===== config.mk =====
export PLATFORM = sky130hd
export DESIGN_NAME = sorted_offset_table_floor_lookup
export DESIGN_NICKNAME = d
export VERILOG_FILES = /design/src/sv/sotfl_pkg.sv /design/src/sv/sotfl_ram.sv /design/src/sv/sorted_offset_table_floor_lookup.sv
export SDC_FILE = /design/constraint.sdc
export NUM_CORES = 2
export LEC_CHECK = 0
export BUFFER_PORTS_ARGS = -buffer_cell sky130_fd_sc_hd__buf_2
export CORE_ASPECT_RATIO = 1.75
export CORE_MARGIN = 2
export CORE_UTILIZATION = 40
export DETAILED_ROUTE_END_ITERATION = 10
export GPL_TIMING_DRIVEN = 0
export MAX_ROUTING_LAYER = met4
export PLACE_DENSITY = 0.63
export SLEW_MARGIN = 20
export SYNTH_ARGS = -nofsm -noshare
export SYNTH_HDL_FRONTEND = slang
export SYNTH_HIERARCHICAL = 1
export SYNTH_SLANG_ARGS = --single-unit
export TNS_END_PERCENT = 100

===== constraint.sdc =====
create_clock -name i_clk -period 11.2 [get_ports i_clk]
set_input_delay 1.68 -clock i_clk [delete_from_list [all_inputs] [get_ports i_clk]]
set_output_delay 1.68 -clock i_clk [all_outputs]
set_load 0.02 [all_outputs]

===== src/sv/sotfl_pkg.sv =====
// ---------------------------------------------------------------------------
// sotfl_pkg
// Request/result types and codes for the sorted offset table.
// ---------------------------------------------------------------------------
package sotfl_pkg;

    // Opcodes
    localparam logic OP_INSERT = 1'b0;
    localparam logic OP_LOOKUP = 1'b1;

    // Status codes
    localparam logic [1:0] ST_OK        = 2'd0;
    localparam logic [1:0] ST_NOT_FOUND = 2'd1;
    localparam logic [1:0] ST_FULL      = 2'd2;

    localparam int POS_W  = 6;
    localparam int DATE_W = 32;
    localparam int OFFS_W = 32;
    localparam int ENTRY_W = DATE_W + OFFS_W;

    typedef struct packed {
        logic                     opcode;
        logic signed [DATE_W-1:0] date_key;
        logic signed [OFFS_W-1:0] offset_value;
    } t_request;

    typedef struct packed {
        logic [POS_W-1:0]         position;
        logic signed [OFFS_W-1:0] offset_out;
        logic [1:0]               status;
    } t_result;

endpackage


===== src/sv/sotfl_ram.sv =====
// ---------------------------------------------------------------------------
// sotfl_ram
// Generic simple dual-port RAM: one write port, one read port, registered read.
// ---------------------------------------------------------------------------
module sotfl_ram #(
    parameter int WIDTH = 64,
    parameter int DEPTH = 64,
    localparam int AW = (DEPTH > 1) ? $clog2(DEPTH) : 1
) (
    input  logic             i_clk,
    input  logic             i_we,
    input  logic [AW-1:0]    i_waddr,
    input  logic [WIDTH-1:0] i_wdata,
    input  logic             i_re,
    input  logic [AW-1:0]    i_raddr,
    output logic [WIDTH-1:0] o_rdata
);

    logic [WIDTH-1:0] r_mem [DEPTH];
    logic [WIDTH-1:0] r_rdata;

    always_ff @(posedge i_clk) begin
        if (i_we) begin
            r_mem[i_waddr] <= i_wdata;
        end
        if (i_re) begin
            r_rdata <= r_mem[i_raddr];
        end
    end

    assign o_rdata = r_rdata;

endmodule


===== src/sv/sorted_offset_table_floor_lookup.sv =====
// ---------------------------------------------------------------------------
// sorted_offset_table_floor_lookup
// Date-sorted (date, offset) table with insert-before-equal and floor lookup.
// ---------------------------------------------------------------------------
//  channel | direction | handshake          | payload
//  request | in        | i_valid / o_stall  | i_req (opcode, date_key, offset_value)
//  result  | out       | o_valid / i_stall  | o_res (position, offset_out, status)
//
//  One request at a time; the table is walked downward, one RAM read a cycle.
//  A full-table insert or an empty-table lookup skips the scan, and an insert
//  into an empty table goes straight to the write. Reset empties the table at once.
//  A finished result waits in the output register while the next request is
//  taken; if that register is still held by a stall, the block waits too.
// ---------------------------------------------------------------------------
module sorted_offset_table_floor_lookup #(
    parameter int TABLE_DEPTH = 64
) (
    input  logic               i_clk,
    input  logic               i_rst_n,
    input  logic               i_valid,
    output logic               o_stall,
    input  sotfl_pkg::t_request i_req,
    output logic               o_valid,
    input  logic               i_stall,
    output sotfl_pkg::t_result o_res
);

    localparam int AW = (TABLE_DEPTH > 1) ? $clog2(TABLE_DEPTH) : 1;
    localparam int CW = $clog2(TABLE_DEPTH + 1);
    localparam int PW = (AW > sotfl_pkg::POS_W) ? AW : sotfl_pkg::POS_W;

    typedef enum logic [3:0] {
        S_IDLE  = 4'b0001,
        S_SCAN  = 4'b0010,
        S_WRITE = 4'b0100,
        S_FIN   = 4'b1000
    } t_state;

    // Position field carries the low bits of the index
    function automatic logic [sotfl_pkg::POS_W-1:0] f_pos(input logic [AW-1:0] idx);
        logic [PW-1:0] ext;
        ext = PW'(idx);
        return ext[sotfl_pkg::POS_W-1:0];
    endfunction

    t_state              r_state, n_state;
    sotfl_pkg::t_request r_req, n_req;
    logic [CW-1:0]       r_count, n_count;
    logic [CW-1:0]       r_rd_idx, n_rd_idx;
    logic                r_chk_v, n_chk_v;
    logic [AW-1:0]       r_chk_idx, n_chk_idx;
    logic [AW-1:0]       r_pos, n_pos;
    sotfl_pkg::t_result  r_res, n_res;
    sotfl_pkg::t_result  r_out, n_out;
    logic                r_out_valid, n_out_valid;

    logic                          rd_issue;
    logic [AW-1:0]                 rd_addr;
    logic                          ram_we;
    logic [AW-1:0]                 ram_waddr;
    logic [sotfl_pkg::ENTRY_W-1:0] ram_wdata;
    logic [sotfl_pkg::ENTRY_W-1:0] ram_q;
    logic signed [sotfl_pkg::DATE_W-1:0] q_date;
    logic signed [sotfl_pkg::OFFS_W-1:0] q_offs;
    logic                          q_lt_key;
    logic                          key_lt_q;
    logic                          is_ins;

    // Entry storage: {date, offset}
    sotfl_ram #(
        .WIDTH (sotfl_pkg::ENTRY_W),
        .DEPTH (TABLE_DEPTH)
    ) u_ram (
        .i_clk   (i_clk),
        .i_we    (ram_we),
        .i_waddr (ram_waddr),
        .i_wdata (ram_wdata),
        .i_re    (rd_issue),
        .i_raddr (rd_addr),
        .o_rdata (ram_q)
    );

    // Read side of the downward scan
    assign rd_issue = (r_state == S_SCAN) && (r_rd_idx != '0);
    assign rd_addr  = AW'(r_rd_idx - CW'(1));
    assign q_date   = ram_q[sotfl_pkg::ENTRY_W-1:sotfl_pkg::OFFS_W];
    assign q_offs   = ram_q[sotfl_pkg::OFFS_W-1:0];
    assign q_lt_key = q_date < r_req.date_key;
    assign key_lt_q = r_req.date_key < q_date;
    assign is_ins   = (r_req.opcode == sotfl_pkg::OP_INSERT);

    // Control and datapath
    always_comb begin
        n_state     = r_state;
        n_req       = r_req;
        n_count     = r_count;
        n_rd_idx    = r_rd_idx;
        n_chk_v     = 1'b0;
        n_chk_idx   = r_chk_idx;
        n_pos       = r_pos;
        n_res       = r_res;
        n_out       = r_out;
        n_out_valid = r_out_valid && i_stall;
        ram_we      = 1'b0;
        ram_waddr   = r_chk_idx + AW'(1);
        ram_wdata   = ram_q;

        case (r_state)
            S_IDLE: begin
                if (i_valid) begin
                    n_req            = i_req;
                    n_rd_idx         = r_count;
                    n_res.position   = '0;
                    n_res.offset_out = '0;
                    n_res.status     = sotfl_pkg::ST_OK;
                    if (i_req.opcode == sotfl_pkg::OP_INSERT) begin
                        if (r_count == CW'(TABLE_DEPTH)) begin
                            n_res.status = sotfl_pkg::ST_FULL;
                            n_state      = S_FIN;
                        end else if (r_count == '0) begin
                            n_pos   = '0;
                            n_state = S_WRITE;
                        end else begin
                            n_state = S_SCAN;
                        end
                    end else begin
                        if (r_count == '0) begin
                            n_res.status = sotfl_pkg::ST_NOT_FOUND;
                            n_state      = S_FIN;
                        end else begin
                            n_state = S_SCAN;
                        end
                    end
                end
            end

            S_SCAN: begin
                // Keep one read in flight ahead of the compare
                if (rd_issue) begin
                    n_rd_idx  = r_rd_idx - CW'(1);
                    n_chk_v   = 1'b1;
                    n_chk_idx = rd_addr;
                end
                if (r_chk_v) begin
                    if (is_ins) begin
                        if (!q_lt_key) begin
                            // Entry not below the new date: move it up one slot
                            ram_we = 1'b1;
                            if (r_chk_idx == '0) begin
                                n_pos   = '0;
                                n_chk_v = 1'b0;
                                n_state = S_WRITE;
                            end
                        end else begin
                            n_pos   = r_chk_idx + AW'(1);
                            n_chk_v = 1'b0;
                            n_state = S_WRITE;
                        end
                    end else begin
                        if (!key_lt_q) begin
                            n_res.position   = f_pos(r_chk_idx);
                            n_res.offset_out = q_offs;
                            n_chk_v          = 1'b0;
                            n_state          = S_FIN;
                        end else if (r_chk_idx == '0) begin
                            n_res.status = sotfl_pkg::ST_NOT_FOUND;
                            n_state      = S_FIN;
                        end
                    end
                end
            end

            S_WRITE: begin
                ram_we         = 1'b1;
                ram_waddr      = r_pos;
                ram_wdata      = {r_req.date_key, r_req.offset_value};
                n_count        = r_count + CW'(1);
                n_res.position = f_pos(r_pos);
                n_state        = S_FIN;
            end

            S_FIN: begin
                if (!r_out_valid || !i_stall) begin
                    n_out       = r_res;
                    n_out_valid = 1'b1;
                    n_state     = S_IDLE;
                end
            end

            default: begin
                n_state = S_IDLE;
            end
        endcase
    end

    // Control registers
    always_ff @(posedge i_clk) begin
        if (!i_rst_n) begin
            r_state     <= S_IDLE;
            r_count     <= '0;
            r_chk_v     <= 1'b0;
            r_out_valid <= 1'b0;
        end else begin
            r_state     <= n_state;
            r_count     <= n_count;
            r_chk_v     <= n_chk_v;
            r_out_valid <= n_out_valid;
        end
    end

    // Payload registers
    always_ff @(posedge i_clk) begin
        r_req     <= n_req;
        r_rd_idx  <= n_rd_idx;
        r_chk_idx <= n_chk_idx;
        r_pos     <= n_pos;
        r_res     <= n_res;
        r_out     <= n_out;
    end

    assign o_stall = (r_state != S_IDLE);
    assign o_valid = r_out_valid;
    assign o_res   = r_out;

endmodule


==> metrics.txt <==
# TYPE chip_impl_metric gauge
chip_impl_metric{name="power_density",unit="nW/µm²"} 215.1
chip_impl_metric{name="tritoncts.num_buffers",unit=""} 364
chip_impl_info{name="crit_end",value="u_ram/r_mem[48][36]$_DFFE_PP_"} 1
chip_impl_info{name="critPathCaptureType",value="register"} 1
chip_impl_metric{name="path_max_fanout",unit=""} 8
chip_impl_metric{name="fin_util",unit="%"} 47.08
chip_impl_metric{name="detailedPlacementHpwl",unit="µm"} 359200
chip_impl_metric{name="via_per_inst",unit=""} 6.017
chip_impl_metric{name="drt_iter0_markers",unit=""} 10770
chip_impl_metric{name="antenna_violations_before_repair",unit=""} 41
chip_impl_metric{name="io-pin-count",unit=""} 111
chip_impl_metric{name="drt-wirelength-per-cell",unit="µm"} 36.45
chip_impl_metric{name="power_share_of_the_clock_group",unit="%"} 31.3
chip_impl_metric{name="max_slew.worst_pin.slew",unit="ns"} 1.252
chip_impl_metric{name="dieWidth",unit="µm"} 489.3
chip_impl_metric{name="layout.filler_cells",unit=""} 32980
chip_impl_metric{name="path_clk_slew",unit="ns"} 0.07
chip_impl_info{name="startpoint_to_endpoint_class_of_the_critical_path",value="reg2reg"} 1
chip_impl_metric{name="synth.yosys.seq_area_share",unit="%"} 78.91
chip_impl_metric{name="detail-route-antenna-nets",unit=""} 0
chip_impl_metric{name="area_delta_synth_final",unit="%"} 17.12
chip_impl_metric{name="remaining_drc_errors",unit=""} 3
chip_impl_metric{name="final-max-slew-violation-count",unit=""} 0
chip_impl_metric{name="drt_pass1_iterations",unit=""} 11
chip_impl_metric{name="fmaxAchievable",unit="GHz"} 0.1468
chip_impl_metric{name="count_of_flip_flops_with_a_built_in_enable_after_synthesis",unit=""} 4324
chip_impl_metric{name="floorplan.initialDensity",unit="%"} 40.20
chip_impl_metric{name="gp_congestion",unit=""} 0.8797
chip_impl_metric{name="sequentialPowerShare",unit="%"} 43.5
chip_impl_info{name="regToRegStartpoint",value="u_ram/o_rdata[46]$_DFFE_PP_"} 1
chip_impl_metric{name="internal_power",unit="W"} 0.02883
chip_impl_metric{name="die_h",unit="µm"} 853.3
chip_impl_metric{name="drt-total-wl",unit="µm"} 506600
chip_impl_metric{name="synth.ff_latch_count",unit=""} 4337
chip_impl_metric{name="cts-hold-fix-buffers",unit=""} 0
chip_impl_metric{name="clock_tree.buffer_depth",unit=""} 4
chip_impl_info{name="clock_tree_from_tritoncts",value="yes"} 1
chip_impl_metric{name="layout.area.seq",unit="µm²"} 130100
chip_impl_metric{name="post_synth_num_cell_types",unit=""} 59
chip_impl_metric{name="post_cts.repair.setup_buffers",unit=""} 0
chip_impl_metric{name="ir_worst_vdd",unit="V"} 0.0001200
chip_impl_metric{name="via_count",unit=""} 83630
chip_impl_metric{name="reg2reg_depth",unit=""} 16
chip_impl_metric{name="tritoncts_num_sinks",unit=""} 4337
chip_impl_metric{name="synth_fp_nets",unit=""} 7374
chip_impl_metric{name="proportion_of_synthesized_flip_flops_having_asynchronous_set_or_reset",unit="%"} 0
chip_impl_metric{name="post_synth_inst_count",unit=""} 7267
chip_impl_metric{name="grt-ovfl-total",unit=""} 0
chip_impl_metric{name="cts.htree.levels",unit=""} 5
chip_impl_metric{name="timing_hold_violations_final",unit=""} 0
chip_impl_info{name="grt_setup_unrepaired",value="false"} 1
chip_impl_metric{name="finalSetupViolations",unit=""} 0
chip_impl_info{name="status",value="finished, violations left"} 1
chip_impl_info{name="hp-class",value="reg2reg"} 1
chip_impl_metric{name="fin_tns_setup",unit="ns"} 0
chip_impl_metric{name="count_of_maximum_capacitance_violations",unit=""} 0
chip_impl_metric{name="skew",unit="ns"} 0.08249
chip_impl_metric{name="layout-drive-gt1-share",unit="%"} 28.81
chip_impl_metric{name="combinational_power_share",unit="%"} 25.3
chip_impl_metric{name="final_cell_area",unit="µm²"} 193100
chip_impl_metric{name="synth-warning-count",unit=""} 6
chip_impl_metric{name="cts_resized",unit=""} 0
chip_impl_metric{name="syn_area",unit="µm²"} 164900
chip_impl_metric{name="floorplan.die_area",unit="µm²"} 417500
chip_impl_metric{name="power_switching_share",unit="%"} 30.60
chip_impl_metric{name="min_period",unit="ns"} 6.812
chip_impl_metric{name="timing.final.crit_share",unit="%"} 60.82
chip_impl_info{name="synth_top_flop_cell",value="sky130_fd_sc_hd__edfxtp_1"} 1
chip_impl_metric{name="placement_rows",unit=""} 311
chip_impl_info{name="violations_in_the_final_reports",value="design-rule violations"} 1
chip_impl_metric{name="worst-r2r-setup-slack",unit="ns"} 4.39
chip_impl_metric{name="global_route.usage.total",unit="%"} 24.68
chip_impl_metric{name="power.net_switching",unit="W"} 0.01271
chip_impl_metric{name="hold_depth",unit=""} 0
chip_impl_metric{name="worst-endpoint-required",unit="ns"} 11.81
chip_impl_metric{name="multiInputGateArea",unit="µm²"} 33770
chip_impl_metric{name="grt_pass1_vias",unit=""} 84580
chip_impl_metric{name="critPathArrivalTime",unit="ns"} 7.42
chip_impl_metric{name="postSynthAreaPerCell",unit="µm²"} 22.69
chip_impl_info{name="startpoint_class",value="register"} 1
chip_impl_metric{name="leakagePower",unit="nW"} 60.52
chip_impl_metric{name="max_slew_margin",unit="%"} 16.56
chip_impl_metric{name="grt_max_degree",unit=""} 65
chip_impl_info{name="root_buffer",value="sky130_fd_sc_hd__clkbuf_16"} 1
chip_impl_info{name="critical_path.reg2reg.endpoint",value="u_ram/r_mem[48][36]$_DFFE_PP_"} 1
chip_impl_info{name="cp-startpoint",value="u_ram/o_rdata[46]$_DFFE_PP_"} 1
chip_impl_metric{name="buffer_ports.inserted",unit=""} 110
chip_impl_metric{name="clk-insertion-delay-late",unit="ns"} 0.97
chip_impl_metric{name="global_route_wire_length_before_repair",unit="µm"} 686400
chip_impl_metric{name="post_dp_cell_area",unit="µm²"} 181200
chip_impl_metric{name="placeableCoreArea",unit="µm²"} 410100
chip_impl_metric{name="design.final.nets",unit=""} 8215
==> through the flow <==
stage / power, W / hold WS, ns / setup WS, ns / std cells
3_5_place_dp: 0.02881 / 0.4045 / 4.777 / 13220
2_1_floorplan: 0.02419 / 0.4003 / 4.018 / 7267
3_3_place_gp: 0.02859 / 0.4081 / -4.702 / 12850
4_1_cts: 0.04161 / 0.4185 / 4.779 / 13870
6_report: 0.04154 / 0.4152 / 4.388 / 13900
5_1_grt: 0.04238 / 0.4271 / 4.462 / 13900
==> flip-flops by register name (all words and copies together), names as in the netlist <==
| signal | count |
|---|---|
| u_ram/r_mem | 4096 |
| r_req | 65 |
| u_ram/o_rdata | 64 |
| o_res | 40 |
| r_res | 40 |
| r_count | 7 |
| r_rd_idx | 7 |
| r_chk_idx | 6 |
| r_pos | 6 |
| r_state | 4 |
| o_valid | 1 |
| r_chk_v | 1 |
==> routing by layer <==
| layer | wire length, µm | global-route usage, % | share of wire, % | vias to the layer above |
|---|---|---|---|---|
| li1 | - | - | - | 32570 |
| met1 | 160700 | 25.89 | 32 | 44800 |
| met2 | 266700 | 42.66 | 53 | 4995 |
| met3 | 41590 | 4.636 | 8.2 | 1270 |
| met4 | 37670 | 15.34 | 7.4 | 0 |
| met5 | 0 | - | 0 | - |
==> how the worst min path moves through the flow <==
stage	from	to	slack (ns)
floorplan	r_res[0]$_SDFFCE_PP1P_	o_res[0]$_DFFE_PP_	0.40
CTS	r_res[10]$_SDFFCE_PN0P_	o_res[10]$_DFFE_PP_	0.42
detailed placement	r_res[21]$_SDFFCE_PN0P_	o_res[21]$_DFFE_PP_	0.40
finish	r_res[10]$_SDFFCE_PN0P_	o_res[10]$_DFFE_PP_	0.42
global route	r_res[10]$_SDFFCE_PN0P_	o_res[10]$_DFFE_PP_	0.43
global placement	r_res[12]$_SDFFCE_PN0P_	o_res[12]$_DFFE_PP_	0.41
==> worst max-delay path, cell delays in order, from the launching register on <==
cell and delay [ns]:
sky130_fd_sc_hd__edfxtp_1 0.38, sky130_fd_sc_hd__inv_1 0.31, sky130_fd_sc_hd__ha_1 0.34, sky130_fd_sc_hd__nand4_1 0.28, sky130_fd_sc_hd__nor3_1 0.23, sky130_fd_sc_hd__a21boi_0 0.19
sky130_fd_sc_hd__o41ai_1 0.84, sky130_fd_sc_hd__a41oi_2 0.81, sky130_fd_sc_hd__nand2_2 0.32, sky130_fd_sc_hd__a31o_2 0.36, sky130_fd_sc_hd__nand4b_1 0.42, sky130_fd_sc_hd__nor3_2 0.89
sky130_fd_sc_hd__buf_4 0.34, sky130_fd_sc_hd__buf_6 0.16, sky130_fd_sc_hd__buf_4 0.20, sky130_fd_sc_hd__buf_6 0.18, sky130_fd_sc_hd__buf_4 0.20
==> layout make-up <==
type	count	area share (%)
Tap cell	5477	3.549
Timing Repair Buffer	475	4.333
Inverter	63	0.1225
Sequential cell	4337	67.37
Clock inverter	213	1.163
Antenna cell	26	0.03369
Buffer	392	0.9725
Clock buffer	440	4.964
Multi-Input combinational cell	2475	17.49
==> logic make-up (layout without fill, tap and decap cells) <==
group	after synthesis	count (layout)	synth area share (%)
simple gates	662	662	1.946
buf+inv	455	1583	1.259
compound gates	602	602	2.716
flops	4337	4337	78.91
xor+xnor	14	14	0.07437
other cells	0	26	0
fa+ha+maj	38	38	0.2884
mux	1159	1159	14.81
==> power groups by stage <==
stage	combinational, W	sequential [W]	clock, W
after detailed placement	0.0104	0.0184	0
after CTS	0.0104	0.0181	0.0131
after floorplan	0.00579	0.0184	0
final	0.0105	0.0181	0.0130
after global placement	0.0101	0.0185	0
after global routing	0.0107	0.0181	0.0137
==> synthesized netlist by cell type, types with 10 or more instances <==
| library cell | count | area share, % |
|---|---|---|
| sky130_fd_sc_hd__a211oi_1 | 65 | 0.30 |
| sky130_fd_sc_hd__mux4_2 | 1024 | 14 |
| sky130_fd_sc_hd__buf_1 | 21 | 0.048 |
| sky130_fd_sc_hd__ha_1 | 38 | 0.29 |
| sky130_fd_sc_hd__a31oi_1 | 19 | 0.072 |
| sky130_fd_sc_hd__inv_1 | 63 | 0.14 |
| sky130_fd_sc_hd__mux2i_1 | 135 | 0.82 |
| sky130_fd_sc_hd__nand4_1 | 10 | 0.038 |
| sky130_fd_sc_hd__a22o_1 | 92 | 0.49 |
| sky130_fd_sc_hd__and3_1 | 66 | 0.25 |
| sky130_fd_sc_hd__dfxtp_1 | 13 | 0.16 |
| sky130_fd_sc_hd__o221ai_1 | 40 | 0.21 |
| sky130_fd_sc_hd__nand2b_1 | 13 | 0.049 |
| sky130_fd_sc_hd__edfxtp_1 | 4324 | 79 |
| sky130_fd_sc_hd__a22oi_1 | 168 | 0.76 |
| sky130_fd_sc_hd__o21ai_0 | 46 | 0.14 |
| sky130_fd_sc_hd__or2_2 | 28 | 0.11 |
| sky130_fd_sc_hd__or3_1 | 31 | 0.12 |
| sky130_fd_sc_hd__nand2_1 | 223 | 0.51 |
| sky130_fd_sc_hd__nor2b_1 | 31 | 0.12 |
| sky130_fd_sc_hd__a21oi_1 | 20 | 0.061 |
| sky130_fd_sc_hd__o22ai_1 | 84 | 0.32 |
| sky130_fd_sc_hd__nand3_1 | 55 | 0.17 |
| sky130_fd_sc_hd__nor2_1 | 136 | 0.31 |
| sky130_fd_sc_hd__a2bb2oi_1 | 19 | 0.10 |
| sky130_fd_sc_hd__buf_4 | 27 | 0.12 |
| sky130_fd_sc_hd__clkbuf_1 | 166 | 0.38 |
| sky130_fd_sc_hd__a41oi_1 | 26 | 0.14 |
| sky130_fd_sc_hd__and2_1 | 42 | 0.16 |
| sky130_fd_sc_hd__buf_2 | 171 | 0.52 |
==> cells in the final DEF, fill, tap and decap left out, drive strengths merged, types with 19 or more instances in the layout <==
cell and instances:
a211oi 65, a21oi 20, a22o 92, a22oi 168, a2bb2oi 19, a31oi 19
a41oi 27, and2 42, and3 66, buf 701, bufinv 44, clkbuf 606
clkinv 150, diode 26, edfxtp 4324, ha 38, inv 71, mux2i 135
mux4 1024, nand2 224, nand3 55, nor2 136, nor2b 31, o21ai 46
o221ai 40, o22ai 84, or2 28, or3 31
No activity file was read; power rests on OpenSTA's default activity.
